`config.mk`:
```
export PLATFORM = sky130hd
export DESIGN_NAME = sha1_hash_engine_flat
export DESIGN_NICKNAME = d
export VERILOG_FILES = /design/src/rtl/sha1_pkg.sv /design/src/rtl/sha1_ifs.sv /design/src/rtl/sha1_datapath.sv /design/src/rtl/sha1_ctrl.sv /design/src/rtl/sha1_hash_engine.sv /design/src/flat_wrapper.sv
export SDC_FILE = /design/constraint.sdc
export NUM_CORES = 2
export LEC_CHECK = 0
export BUFFER_PORTS_ARGS = -buffer_cell sky130_fd_sc_hd__buf_2
export CAP_MARGIN = 20
export CELL_PAD_IN_SITES_DETAIL_PLACEMENT = 2
export CELL_PAD_IN_SITES_GLOBAL_PLACEMENT = 2
export CORE_MARGIN = 5
export CORE_UTILIZATION = 37
export CTS_BUF_LIST = sky130_fd_sc_hd__clkbuf_16
export CTS_CLUSTER_SIZE = 8
export DETAILED_ROUTE_END_ITERATION = 6
export PLACE_DENSITY = 0.74
export SLEW_MARGIN = 20
export SYNTH_ARGS = -nofsm -noshare
export SYNTH_HDL_FRONTEND = slang
export SYNTH_SLANG_ARGS = --single-unit
```
`constraint.sdc`:
```
create_clock -name clock -period 13.74 [get_ports clock]
set_input_delay 1.374 -clock clock [delete_from_list [all_inputs] [get_ports clock]]
set_output_delay 1.374 -clock clock [all_outputs]
set_load 0.01 [all_outputs]
```
`src/rtl/sha1_pkg.sv`:
```
// shared types, constants and codes for the sha-1 hash engine
// no dependencies; the datapath, controller and engine import this package
`default_nettype none

package sha1_pkg;

   localparam int unsigned TotalWidth = 61;
   localparam int unsigned FillWidth  = 6;
   localparam int unsigned RoundWidth = 7;

   localparam logic [FillWidth-1:0]  FillLast   = 6'd63;
   localparam logic [FillWidth-1:0]  FillLenPos = 6'd56;
   localparam logic [RoundWidth-1:0] RoundAdd   = 7'd80;
   localparam logic [2:0]            WordLast   = 3'd4;
   localparam logic [7:0]            PadMark    = 8'h80;

   localparam logic [31:0] Iv0 = 32'h67452301;
   localparam logic [31:0] Iv1 = 32'hefcdab89;
   localparam logic [31:0] Iv2 = 32'h98badcfe;
   localparam logic [31:0] Iv3 = 32'h10325476;
   localparam logic [31:0] Iv4 = 32'hc3d2e1f0;

   localparam logic [31:0] K0 = 32'h5a827999;
   localparam logic [31:0] K1 = 32'h6ed9eba1;
   localparam logic [31:0] K2 = 32'h8f1bbcdc;
   localparam logic [31:0] K3 = 32'hca62c1d6;

   // byte source for the message buffer shift
   localparam logic [1:0] BSEL_DATA = 2'd0;
   localparam logic [1:0] BSEL_MARK = 2'd1;
   localparam logic [1:0] BSEL_ZERO = 2'd2;
   localparam logic [1:0] BSEL_LEN  = 2'd3;

   typedef struct packed {
      logic                  shift_en;
      logic [1:0]            byte_sel;
      logic                  count_byte;
      logic                  set_fail;
      logic                  round_en;
      logic [RoundWidth-1:0] round_num;
      logic                  add_en;
      logic                  restart;
      logic                  out_load;
      logic                  out_err;
      logic [2:0]            out_idx;
      logic                  out_last;
   } sha1_cmd_type;

   typedef struct packed {
      logic [FillWidth-1:0] fill;
      logic                 total_full;
      logic                 failed;
      logic                 out_free;
   } sha1_status_type;

   function automatic logic [31:0] iv_word(input logic [2:0] idx);
      logic [31:0] v;
      unique case (idx)
         3'd0:    v = Iv0;
         3'd1:    v = Iv1;
         3'd2:    v = Iv2;
         3'd3:    v = Iv3;
         default: v = Iv4;
      endcase
      return v;
   endfunction

endpackage

`default_nettype wire

```
`src/rtl/sha1_ifs.sv`:
```
// valid/ready channel interfaces for the sha-1 hash engine
// request carries one message byte and an end mark, response one digest word
`default_nettype none

interface sha1_req_if;
   logic       valid;
   logic       ready;
   logic [7:0] data_byte;
   logic       byte_present;
   logic       end_of_message;

   modport source (output valid, output data_byte, output byte_present,
                   output end_of_message, input ready);
   modport sink   (input valid, input data_byte, input byte_present,
                   input end_of_message, output ready);
endinterface

interface sha1_rsp_if;
   logic        valid;
   logic        ready;
   logic [31:0] digest_word;
   logic [2:0]  word_index;
   logic        last_word;
   logic        length_error;

   modport source (output valid, output digest_word, output word_index,
                   output last_word, output length_error, input ready);
   modport sink   (input valid, input digest_word, input word_index,
                   input last_word, input length_error, output ready);
endinterface

`default_nettype wire

```
`src/rtl/sha1_datapath.sv`:
```
// sha-1 datapath: message shift buffer, schedule, round registers, hash words,
// byte counters and the response register; uses sha1_pkg
`default_nettype none

module sha1_datapath
   import sha1_pkg::*;
(
   input  wire logic            clock,
   input  wire logic            reset,
   input  wire sha1_cmd_type    cmd,
   input  wire logic [7:0]      data_byte,
   input  wire logic            rsp_ready,
   output sha1_status_type      status,
   output logic                 rsp_valid,
   output logic [31:0]          rsp_digest_word,
   output logic [2:0]           rsp_word_index,
   output logic                 rsp_last_word,
   output logic                 rsp_length_error
);

   logic [31:0]           w_ff [16];
   logic [31:0]           w_in [16];
   logic [31:0]           hash_ff [5];
   logic [31:0]           hash_in [5];
   logic [31:0]           a_ff, b_ff, c_ff, d_ff, e_ff;
   logic [31:0]           a_in, b_in, c_in, d_in, e_in;
   logic [FillWidth-1:0]  fill_ff, fill_in;
   logic [TotalWidth-1:0] total_ff, total_in;
   logic                  failed_ff, failed_in;
   logic                  rsp_valid_ff, rsp_valid_in;
   logic [31:0]           rsp_word_ff;
   logic [2:0]            rsp_idx_ff;
   logic                  rsp_last_ff, rsp_err_ff;

   logic [63:0] bit_len;
   logic [7:0]  len_byte;
   logic [7:0]  shift_byte;
   logic [31:0] f_val, k_val, t_val;

   assign bit_len  = {total_ff, 3'b000};
   // length goes out most significant byte first from fill 56 onwards
   assign len_byte = 8'(bit_len >> {~fill_ff[2:0], 3'b000});

   always_comb begin
      unique case (cmd.byte_sel)
         BSEL_DATA: shift_byte = data_byte;
         BSEL_MARK: shift_byte = PadMark;
         BSEL_ZERO: shift_byte = 8'h00;
         default:   shift_byte = len_byte;
      endcase
   end

   always_comb begin
      logic [31:0] x;
      x = w_ff[13] ^ w_ff[8] ^ w_ff[2] ^ w_ff[0];
      w_in = w_ff;
      if (cmd.shift_en) begin
         for (int i = 0; i < 15; i++) begin
            w_in[i] = {w_ff[i][23:0], w_ff[i+1][31:24]};
         end
         w_in[15] = {w_ff[15][23:0], shift_byte};
      end else if (cmd.round_en) begin
         for (int i = 0; i < 15; i++) begin
            w_in[i] = w_ff[i+1];
         end
         w_in[15] = {x[30:0], x[31]};
      end
   end

   always_comb begin
      if (cmd.round_num < 7'd20) begin
         f_val = (b_ff & c_ff) | (~b_ff & d_ff);
         k_val = K0;
      end else if (cmd.round_num < 7'd40) begin
         f_val = b_ff ^ c_ff ^ d_ff;
         k_val = K1;
      end else if (cmd.round_num < 7'd60) begin
         f_val = (b_ff & c_ff) | (b_ff & d_ff) | (c_ff & d_ff);
         k_val = K2;
      end else begin
         f_val = b_ff ^ c_ff ^ d_ff;
         k_val = K3;
      end
   end

   assign t_val = {a_ff[26:0], a_ff[31:27]} + f_val + e_ff + k_val + w_ff[0];

   always_comb begin
      hash_in = hash_ff;
      a_in = a_ff;
      b_in = b_ff;
      c_in = c_ff;
      d_in = d_ff;
      e_in = e_ff;
      if (cmd.restart) begin
         for (int i = 0; i < 5; i++) begin
            hash_in[i] = iv_word(3'(i));
         end
         a_in = Iv0;
         b_in = Iv1;
         c_in = Iv2;
         d_in = Iv3;
         e_in = Iv4;
      end else if (cmd.add_en) begin
         // round registers follow the hash so the next block starts loaded
         hash_in[0] = hash_ff[0] + a_ff;
         hash_in[1] = hash_ff[1] + b_ff;
         hash_in[2] = hash_ff[2] + c_ff;
         hash_in[3] = hash_ff[3] + d_ff;
         hash_in[4] = hash_ff[4] + e_ff;
         a_in = hash_in[0];
         b_in = hash_in[1];
         c_in = hash_in[2];
         d_in = hash_in[3];
         e_in = hash_in[4];
      end else if (cmd.round_en) begin
         a_in = t_val;
         b_in = a_ff;
         c_in = {b_ff[1:0], b_ff[31:2]};
         d_in = c_ff;
         e_in = d_ff;
      end
   end

   always_comb begin
      fill_in   = fill_ff;
      total_in  = total_ff;
      failed_in = failed_ff;
      if (cmd.restart) begin
         fill_in   = '0;
         total_in  = '0;
         failed_in = 1'b0;
      end else begin
         if (cmd.shift_en) begin
            fill_in = fill_ff + 6'd1;
         end
         if (cmd.count_byte) begin
            total_in = total_ff + 61'd1;
         end
         if (cmd.set_fail) begin
            failed_in = 1'b1;
         end
      end
   end

   always_comb begin
      rsp_valid_in = rsp_valid_ff;
      if (cmd.out_load) begin
         rsp_valid_in = 1'b1;
      end else if (rsp_ready) begin
         rsp_valid_in = 1'b0;
      end
   end

   always_ff @(posedge clock) begin
      w_ff <= w_in;
      if (reset) begin
         for (int i = 0; i < 5; i++) begin
            hash_ff[i] <= iv_word(3'(i));
         end
         a_ff         <= Iv0;
         b_ff         <= Iv1;
         c_ff         <= Iv2;
         d_ff         <= Iv3;
         e_ff         <= Iv4;
         fill_ff      <= '0;
         total_ff     <= '0;
         failed_ff    <= 1'b0;
         rsp_valid_ff <= 1'b0;
      end else begin
         hash_ff      <= hash_in;
         a_ff         <= a_in;
         b_ff         <= b_in;
         c_ff         <= c_in;
         d_ff         <= d_in;
         e_ff         <= e_in;
         fill_ff      <= fill_in;
         total_ff     <= total_in;
         failed_ff    <= failed_in;
         rsp_valid_ff <= rsp_valid_in;
      end
   end

   always_ff @(posedge clock) begin
      if (cmd.out_load) begin
         rsp_word_ff <= cmd.out_err ? 32'd0 : hash_ff[cmd.out_idx];
         rsp_idx_ff  <= cmd.out_err ? 3'd0 : cmd.out_idx;
         rsp_last_ff <= cmd.out_last;
         rsp_err_ff  <= cmd.out_err;
      end
   end

   // fill, total_full, failed, out_free
   assign status = {fill_ff, &total_ff, failed_ff, ~rsp_valid_ff | rsp_ready};

   assign rsp_valid        = rsp_valid_ff;
   assign rsp_digest_word  = rsp_word_ff;
   assign rsp_word_index   = rsp_idx_ff;
   assign rsp_last_word    = rsp_last_ff;
   assign rsp_length_error = rsp_err_ff;

endmodule

`default_nettype wire

```
`src/rtl/sha1_ctrl.sv`:
```
// sha-1 controller: sequences absorb, compression rounds, padding and output
// drives sha1_cmd_type towards the datapath; uses sha1_pkg
`default_nettype none

module sha1_ctrl
   import sha1_pkg::*;
(
   input  wire logic            clock,
   input  wire logic            reset,
   input  wire logic            req_valid,
   input  wire logic            req_byte_present,
   input  wire logic            req_end_of_message,
   output logic                 req_ready,
   input  wire sha1_status_type status,
   output sha1_cmd_type         cmd
);

   localparam logic [2:0] S_IDLE = 3'd0;
   localparam logic [2:0] S_COMP = 3'd1;
   localparam logic [2:0] S_MARK = 3'd2;
   localparam logic [2:0] S_ZERO = 3'd3;
   localparam logic [2:0] S_PADL = 3'd4;
   localparam logic [2:0] S_EMIT = 3'd5;
   localparam logic [2:0] S_ERR  = 3'd6;

   logic [2:0]            state_ff, state_in;
   logic [2:0]            ret_ff, ret_in;
   logic [RoundWidth-1:0] round_ff, round_in;
   logic [2:0]            word_ff, word_in;

   logic accept, byte_ok, fail_hit, wrap;

   assign req_ready = (state_ff == S_IDLE);
   assign accept    = req_valid & req_ready;
   assign byte_ok   = accept & req_byte_present & ~status.failed & ~status.total_full;
   assign fail_hit  = accept & req_byte_present & ~status.failed & status.total_full;
   assign wrap      = (status.fill == FillLast);

   always_comb begin
      state_in = state_ff;
      ret_in   = ret_ff;
      round_in = round_ff;
      word_in  = word_ff;
      cmd      = '0;
      cmd.byte_sel  = BSEL_DATA;
      cmd.round_num = round_ff;
      cmd.out_idx   = word_ff;

      unique case (state_ff)
         S_IDLE: begin
            cmd.shift_en   = byte_ok;
            cmd.count_byte = byte_ok;
            cmd.set_fail   = fail_hit;
            if (byte_ok && wrap) begin
               state_in = S_COMP;
               ret_in   = req_end_of_message ? S_MARK : S_IDLE;
            end else if (accept && req_end_of_message) begin
               state_in = (status.failed || fail_hit) ? S_ERR : S_MARK;
            end
         end
         S_COMP: begin
            if (round_ff == RoundAdd) begin
               cmd.add_en = 1'b1;
               round_in   = '0;
               state_in   = ret_ff;
            end else begin
               cmd.round_en = 1'b1;
               round_in     = round_ff + 7'd1;
            end
         end
         S_MARK: begin
            cmd.shift_en = 1'b1;
            cmd.byte_sel = BSEL_MARK;
            if (wrap) begin
               state_in = S_COMP;
               ret_in   = S_PADL;
            end else if (status.fill >= FillLenPos) begin
               // no room left for the length in this block
               state_in = S_ZERO;
            end else begin
               state_in = S_PADL;
            end
         end
         S_ZERO: begin
            cmd.shift_en = 1'b1;
            cmd.byte_sel = BSEL_ZERO;
            if (wrap) begin
               state_in = S_COMP;
               ret_in   = S_PADL;
            end
         end
         S_PADL: begin
            cmd.shift_en = 1'b1;
            cmd.byte_sel = (status.fill < FillLenPos) ? BSEL_ZERO : BSEL_LEN;
            if (wrap) begin
               state_in = S_COMP;
               ret_in   = S_EMIT;
            end
         end
         S_EMIT: begin
            if (status.out_free) begin
               cmd.out_load = 1'b1;
               cmd.out_last = (word_ff == WordLast);
               if (word_ff == WordLast) begin
                  cmd.restart = 1'b1;
                  word_in     = '0;
                  state_in    = S_IDLE;
               end else begin
                  word_in = word_ff + 3'd1;
               end
            end
         end
         S_ERR: begin
            if (status.out_free) begin
               cmd.out_load = 1'b1;
               cmd.out_err  = 1'b1;
               cmd.out_last = 1'b1;
               cmd.restart  = 1'b1;
               state_in     = S_IDLE;
            end
         end
         default: begin
            state_in = S_IDLE;
         end
      endcase
   end

   always_ff @(posedge clock) begin
      if (reset) begin
         state_ff <= S_IDLE;
         ret_ff   <= S_IDLE;
         round_ff <= '0;
         word_ff  <= '0;
      end else begin
         state_ff <= state_in;
         ret_ff   <= ret_in;
         round_ff <= round_in;
         word_ff  <= word_in;
      end
   end

endmodule

`default_nettype wire

```
`src/rtl/sha1_hash_engine.sv`:
```
// sha-1 hash engine: one byte beat per cycle while a block fills; every full
// 64-byte block then runs 80 rounds, one per cycle, plus the hash add, during
// which no request is taken. end of message shifts in padding one byte a
// cycle (one or two compressions), then five response beats (one on a length error).
// synchronous reset restores the initial hash and clears counts and the failure
// flag; the same happens after each digest or error response.
`default_nettype none

module sha1_hash_engine
   import sha1_pkg::*;
(
   input  wire logic   clock,
   input  wire logic   reset,
   sha1_req_if.sink    req_chan,
   sha1_rsp_if.source  rsp_chan
);

   sha1_cmd_type    cmd;
   sha1_status_type status;
   logic            req_ready;

   sha1_ctrl u_ctrl (
      .clock              (clock),
      .reset              (reset),
      .req_valid          (req_chan.valid),
      .req_byte_present   (req_chan.byte_present),
      .req_end_of_message (req_chan.end_of_message),
      .req_ready          (req_ready),
      .status             (status),
      .cmd                (cmd)
   );

   assign req_chan.ready = req_ready;

   sha1_datapath u_datapath (
      .clock            (clock),
      .reset            (reset),
      .cmd              (cmd),
      .data_byte        (req_chan.data_byte),
      .rsp_ready        (rsp_chan.ready),
      .status           (status),
      .rsp_valid        (rsp_chan.valid),
      .rsp_digest_word  (rsp_chan.digest_word),
      .rsp_word_index   (rsp_chan.word_index),
      .rsp_last_word    (rsp_chan.last_word),
      .rsp_length_error (rsp_chan.length_error)
   );

endmodule

`default_nettype wire

```
`src/flat_wrapper.sv`:
```
// flat-port wrapper written by rule: the top's interface ports become plain ports
module sha1_hash_engine_flat import sha1_pkg::*;
  (clock, reset, req_chan_valid, req_chan_data_byte, req_chan_byte_present, req_chan_end_of_message, req_chan_ready, rsp_chan_valid, rsp_chan_digest_word, rsp_chan_word_index, rsp_chan_last_word, rsp_chan_length_error, rsp_chan_ready);
  sha1_req_if req_chan_i ();
  sha1_rsp_if rsp_chan_i ();
  input  wire logic clock;
  input  wire logic reset;
  input wire logic [$bits(req_chan_i.valid)-1:0] req_chan_valid;
  input wire logic [$bits(req_chan_i.data_byte)-1:0] req_chan_data_byte;
  input wire logic [$bits(req_chan_i.byte_present)-1:0] req_chan_byte_present;
  input wire logic [$bits(req_chan_i.end_of_message)-1:0] req_chan_end_of_message;
  output wire logic [$bits(req_chan_i.ready)-1:0] req_chan_ready;
  output wire logic [$bits(rsp_chan_i.valid)-1:0] rsp_chan_valid;
  output wire logic [$bits(rsp_chan_i.digest_word)-1:0] rsp_chan_digest_word;
  output wire logic [$bits(rsp_chan_i.word_index)-1:0] rsp_chan_word_index;
  output wire logic [$bits(rsp_chan_i.last_word)-1:0] rsp_chan_last_word;
  output wire logic [$bits(rsp_chan_i.length_error)-1:0] rsp_chan_length_error;
  input wire logic [$bits(rsp_chan_i.ready)-1:0] rsp_chan_ready;
  assign req_chan_i.valid = req_chan_valid;
  assign req_chan_i.data_byte = req_chan_data_byte;
  assign req_chan_i.byte_present = req_chan_byte_present;
  assign req_chan_i.end_of_message = req_chan_end_of_message;
  assign req_chan_ready = req_chan_i.ready;
  assign rsp_chan_valid = rsp_chan_i.valid;
  assign rsp_chan_digest_word = rsp_chan_i.digest_word;
  assign rsp_chan_word_index = rsp_chan_i.word_index;
  assign rsp_chan_last_word = rsp_chan_i.last_word;
  assign rsp_chan_length_error = rsp_chan_i.length_error;
  assign rsp_chan_i.ready = rsp_chan_ready;
  sha1_hash_engine u_core (.clock(clock), .reset(reset), .req_chan(req_chan_i), .rsp_chan(rsp_chan_i));
endmodule
```
# Yosys cells after proc, flatten, opt, wreduce, memory -nomap -nowiden
# Index checks and enable logic that the tools add are counted.
# totals
ff_bits,954
in_bits,14
out_inout_bits,39
elab_cells,177
# op_classes
addsub,13
order_cmp,6
n_eq_ne,20
n_shift,1
muxes,58
bitwise,24
reduce_logical,17
# ops
operator,count
two-way mux 512 bit,2
two-way mux 32 bit,17
adder 32 bit,9
XOR 32 bit,5
bitwise AND 32 bit,4
binary-select mux 32 bit (select 3 bit),1
OR 32 bit,3
>> shifter 64 x 6 -> 8 bit,1
"adder 61 x 1 -> 61 bit, second input constant",1
AND reduction 61 bit,1
two-way mux 3 bit,15
inverter 32 bit,1
two-way mux 31 bit,1
one-hot mux 8 bit (3 select lines),1
one-hot mux 3 bit (6 select lines),1
"< comparator 7 x 6 -> 1 bit, second input constant",2
"== test 3 bit, second input constant",4
two-way mux 1 bit,11
"inequality test 2 x 1 -> 1 bit, second input constant",5
one-hot mux 3 bit (3 select lines),1
"adder 7 x 1 -> 7 bit, second input constant",1
"== test 7 bit, second input constant",1
"< comparator 7 x 5 -> 1 bit, second input constant",1
two-way mux 7 bit,1
32 further kinds,49

# Logic depth before layout (Yosys ltp)
# depth
word_depth,12
depth_mapped,24
ltp_nobuf,22

# Cells and area by module
# From an unflattened synthesis, not the netlist that was laid out.
# hier_totals
hier_cells,4885
area_unflattened_um2,53800.3
# modules_own_cells
mod,n_inst,cells_each,area_each_um2,seq_area_each_um2
sha1_datapath,1,4744,52706.8,24273.3
sha1_ctrl,1,141,1093.5,320.3

# Worst setup path before layout
# No wires, ideal clock.
# synth_timing
path_type,input-to-reg
from,input port req_chan_byte_present
to,"register u_core.u_datapath.w_ff[0] (netlist bit), enable pin"
setup_ns,3.686
arrival_time_ns,10.609
required_ns,10.054
setup_slack_ns,-0.555
path_stages,8
n_path_buf,3
path_cell_list,and2_1 -> nand3b_1 -> a21oi_2 -> nor2b_1 -> buf_2 -> buf_2 -> buf_2 -> nand2_1
# synth_via
elab_chain_cells,5
# synth_rtl
element,line_no,source
from (decl),flat_wrapper.sv:10,input wire logic [$bits(req_chan_i.byte_present)-1:0] req_chan_byte_present;
bitwise AND 1 bit (3 in series),sha1_ctrl.sv:35,assign byte_ok = accept & req_byte_present & ~status.failed & ~status.total_full;
one-hot mux 1 bit (2 select lines),sha1_ctrl.sv:49,unique case (state_ff)
nonzero test 2 bit (no line),--,
to (signal assigned),sha1_datapath.sv:156,w_ff <= w_in;
to (decl),sha1_datapath.sv:21,logic [31:0] w_ff [16];
# Every way passes these cells.
# A chain may end at the register's enable or synchronous reset.

# Worst setup path in the final report
# layout_timing
from,register u_core.u_ctrl.round_ff[4]
to,register u_core.u_datapath.a_ff[31]
# layout_via
elab_chain_cells,10
elab_cells_between_ends,21
cone_classes,4 x add/sub; 3 x order compare; 1 x eq/ne; 12 x mux; 1 x reduce/logical
# layout_rtl
element,line_no,source
from (decl),sha1_ctrl.sv:28,"logic [RoundWidth-1:0] round_ff, round_in;"
from (signal assigned),sha1_ctrl.sv:137,round_ff <= round_in;
< comparator 7 x 6 -> 1 bit,sha1_datapath.sv:77,end else if (cmd.round_num < 7'd60) begin
two-way mux 32 bit,sha1_datapath.sv:77,
two-way mux 32 bit,sha1_datapath.sv:74,end else if (cmd.round_num < 7'd40) begin
two-way mux 32 bit,sha1_datapath.sv:71,if (cmd.round_num < 7'd20) begin
adder 32 bit (4 in series),sha1_datapath.sv:86,"assign t_val = {a_ff[26:0], a_ff[31:27]} + f_val + e_ff + k_val + w_ff[0];"
two-way mux 32 bit,sha1_datapath.sv:116,end else if (cmd.round_en) begin
two-way mux 32 bit,sha1_datapath.sv:104,end else if (cmd.add_en) begin
to (signal assigned),sha1_datapath.sv:161,a_ff <= Iv0;
to (signal assigned),sha1_datapath.sv:172,a_ff <= a_in;
to (decl),sha1_datapath.sv:25,"logic [31:0] a_ff, b_ff, c_ff, d_ff, e_ff;"
# Parallel ways exist; a longest one is shown, timed or not. The select of a mux whose other input is x is not followed.

==> run_results.csv <==
group,metric,value,unit
status,status,"finished, final reports clean",
drt,wl,193,mm
timing,skew,30.3,ps
timing,setup_viol_count_final,0,
finish,layout_commonest_cell,"nand2_1",
timing,worst-slew-pin-transition,1160,ps
hold_path,min_path_type,"reg -> reg",
power,leakagePower,24.8,nW
setup_path,critPathMaxFanout,19,
finish,nets,6302,
finish,drive_above_1_share,6.24,%
setup_path,startpoint_type,"flip-flop",
setup_path,rr_endpoint,"u_core.u_datapath.a_ff[31]",
placement,pre_cts_ws,7540,ps
setup_path,required,14370,ps
hold_path,holdPathStages,2,
timing,hold_viol,0,
finish,fillCellCount,15900,
setup_path,critPathKind,"reg -> reg",
power,ir_worst_vdd,0.000242,V
clock_tree,cts_resized,0,
setup_path,worst_r2r_path_depth,22,
power,total_power,15.1,mW
global_routing,grt_pass1_wl,296,mm
synthesis,synth_nets,6360,
timing,rsz0062_at_grt,"false",
global_routing,grt_pass1_vias,48500,
floorplanning,start_util,37.2,%
floorplanning,num_io_pins,53,
clock_tree,cts_tree,"done",
synthesis,syn_inst,6021,
placement,dpl.hpwl,135,mm
drt,drtPass1Iterations,7,
timing,slew_violations,0,
synthesis,synth-seq-cells,954,
clock_tree,insertion_delay,780,ps
synthesis,yosysSeqAreaShare,45.3,%
drt,detail-route-antenna-nets,0,
floorplanning,chipWidth,393,um
timing,whs,480,ps
synthesis,syn_area,54200,um2
finish,area_growth,10.9,%
global_routing,grt_max_degree,192,
drt,drc,0,
finish,final_cell_mix,"nand2_1, edfxtp_1, dfxtp_1",
timing,fmax,159,MHz
floorplanning,core,146000,um2
timing,setup_slack,7470,ps
timing,post-route-period-util,45.6,%
floorplanning,die_area,154000,um2
synthesis,ys_types,90,
drt,viasPerCell,5.60,
synthesis,syn_avg_cell_area,9.01,um2
finish,multi_input_area,27500,um2
finish,diodes,0,
clock_tree,cts_buffer_depth,3,
setup_path,end_kind,"flip-flop",
hold_path,hold_end,"u_core.u_datapath.hash_ff[0]",
synthesis,synthArstFlopShare,0,%
timing,period_minus_slack,6270,ps
clock_tree,clock_sinks,954,
clock_tree,post-cts-setup-buffer-count,0,
synthesis,yosysWarnings,0,
synthesis,synth_ff_type,"edfxtp_1",
timing,timing.setup.tns,0,ps
hold_path,holdCritStartpoint,"u_core.u_datapath.hash_ff[0]",
floorplanning,die_h,393,um
run,cap_violations,0,
placement,io_buffers,52,
power,power.density,250,nW/um2
global_routing,grt-ovfl-total,0,
clock_tree,ctsHoldBuffers,0,
drt,via_count,44600,
finish,regArea,24600,um2
global_routing,track_usage,24.8,%
drt,drt-wirelength-per-cell,24.2,um
drt,drtIter0Drc,2552,
clock_tree,cts_buffers,140,
setup_path,rr_startpoint,"u_core.u_ctrl.round_ff[4]",
clock_tree,clockRootBuffer,"clkbuf_16",
global_routing,grt_antenna_before_repair,2,
synthesis,synth_edf_count,549,
placement,routabilityCongestion,0.868,
clock_tree,cts.clk_slew.worst_paths,60,ps
floorplanning,rows,140,
clock_tree,cts-htree-levels,4,
setup_path,r2r_slack,7470,ps
setup_path,arrival,6900,ps
timing,max-slew-margin-rel,22.0,%
## cells by family (layout without fill, tap and decap cells)
kind of cell	after synthesis	in the layout	synth area share (%)
AO/OA/AOI/OAI	1095	1095	13.0
XOR/XNOR	309	309	4.99
buffers and inverters	557	580	4.23
multiplexers	107	107	3.05
AND/OR/NAND/NOR	2674	2674	20.2
flip-flops	954	954	45.3
adder cells (fa/ha/maj)	325	325	9.23
## synth_stat cells, drive strengths merged (28+ instances only)
master	instances	area [um2]
inv	248	931
mux4	45	1010
a21o	62	465
and3	30	193
dfxtp	405	8110
nor3	71	360
mux2i	45	450
nand2b	31	194
or3	32	205
nand2	1924	7230
o211ai	85	638
nor2	373	1400
a31oi	29	181
nor2b	37	231
a22oi	50	375
o21a	41	308
xnor2	215	1880
nand4	41	257
xor2	94	823
clkbuf	186	698
o21ai	237	1190
a311oi	28	245
ha	200	2500
fa	125	2500
o21bai	29	218
a21oi	318	1600
nand3	80	413
edfxtp	549	16500
buf	121	659
a211oi	46	345
## final cells by class
| cell class | count | area share (%) |
|---|---|---|
| clock buffers | 144 | 5.99 |
| flip-flops and latches | 954 | 40.9 |
| clock inverters | 79 | 0.736 |
| inverters | 250 | 1.56 |
| repair buffers | 107 | 1.18 |
| well taps | 1917 | 3.99 |
| multi-input cells | 4510 | 45.7 |
## state kept, by name (all words and copies together) (netlist names)
| signal | cells |
|---|---|
| u_core.u_datapath.rsp_last_word | 1 |
| u_core.u_ctrl.ret_ff | 3 |
| u_core.u_datapath.hash_ff | 160 |
| u_core.u_datapath.rsp_word_index | 3 |
| u_core.u_datapath.rsp_digest_word | 32 |
| u_core.u_datapath.failed_ff | 1 |
| u_core.u_datapath.c_ff | 32 |
| u_core.u_datapath.fill_ff | 6 |
| u_core.u_datapath.w_ff | 512 |
| u_core.u_datapath.e_ff | 32 |
| u_core.u_datapath.a_ff | 32 |
| u_core.u_datapath.b_ff | 32 |
| u_core.u_datapath.total_ff | 61 |
| u_core.u_ctrl.round_ff | 7 |
| u_core.u_datapath.rsp_valid | 1 |
| u_core.u_datapath.d_ff | 32 |
| u_core.u_datapath.rsp_length_error | 1 |
| u_core.u_ctrl.state_ff | 3 |
| u_core.u_ctrl.word_ff | 3 |
## worst max path at each step
stage | from | cells after the start | to | slack, ps
2_1_floorplan | req_chan_byte_present | 8 | u_core.u_datapath.w_ff[0] | 4610
3_3_place_gp | req_chan_valid | 9 | u_core.u_datapath.w_ff[329] | 7700
3_5_place_dp | u_core.u_ctrl.round_ff[4] | 22 | u_core.u_datapath.a_ff[31] | 7540
4_1_cts | u_core.u_ctrl.round_ff[4] | 22 | u_core.u_datapath.a_ff[31] | 7490
5_1_grt | u_core.u_ctrl.round_ff[4] | 22 | u_core.u_datapath.a_ff[31] | 7080
6_report | u_core.u_ctrl.round_ff[4] | 22 | u_core.u_datapath.a_ff[31] | 7470
## per-layer routing
layer	global-route usage, %	part of all wire, %	vias up
met3	2.98	3.3	285
met5	0	0.0047	-
li1	-	-	20600
met1	32.4	45	23000
met4	8.25	3.3	2
met2	42.6	48	705
## worst max-delay path, stage by stage (launching register included)
cell	delay [ps]
dfxtp_1	490
and3_1	310
or3_1	140
buf_4	300
inv_1	120
buf_4	250
a221oi_1	470
fa_1	530
fa_1	470
inv_1	70
ha_1	170
inv_1	60
fa_1	390
nor2b_1	240
o31ai_1	160
a21oi_1	240
o211ai_1	160
a311oi_1	490
o211ai_1	260
a311o_1	370
a21oi_1	160
mux2i_1	210
a31oi_1	90
## per-stage QoR
step           instances  area [um2]  util (%)
2_1_floorplan       6021       54200         -
3_3_place_gp        7737       56100      38.5
3_5_place_dp        7738       56100      38.5
4_1_cts             7961       60200      41.3
5_1_grt             7961       60200      41.3
6_report            7961       60200      41.3
## power by group
part | internal (mW) | total (mW) | switching [mW]
clock network | 1.88 | 3.25 | 1.37
registers | 4.71 | 5.47 | 0.756
logic | 2.15 | 6.35 | 4.20
total | 8.74 | 15.1 | 6.33
(Power assumes the default switching activity.)
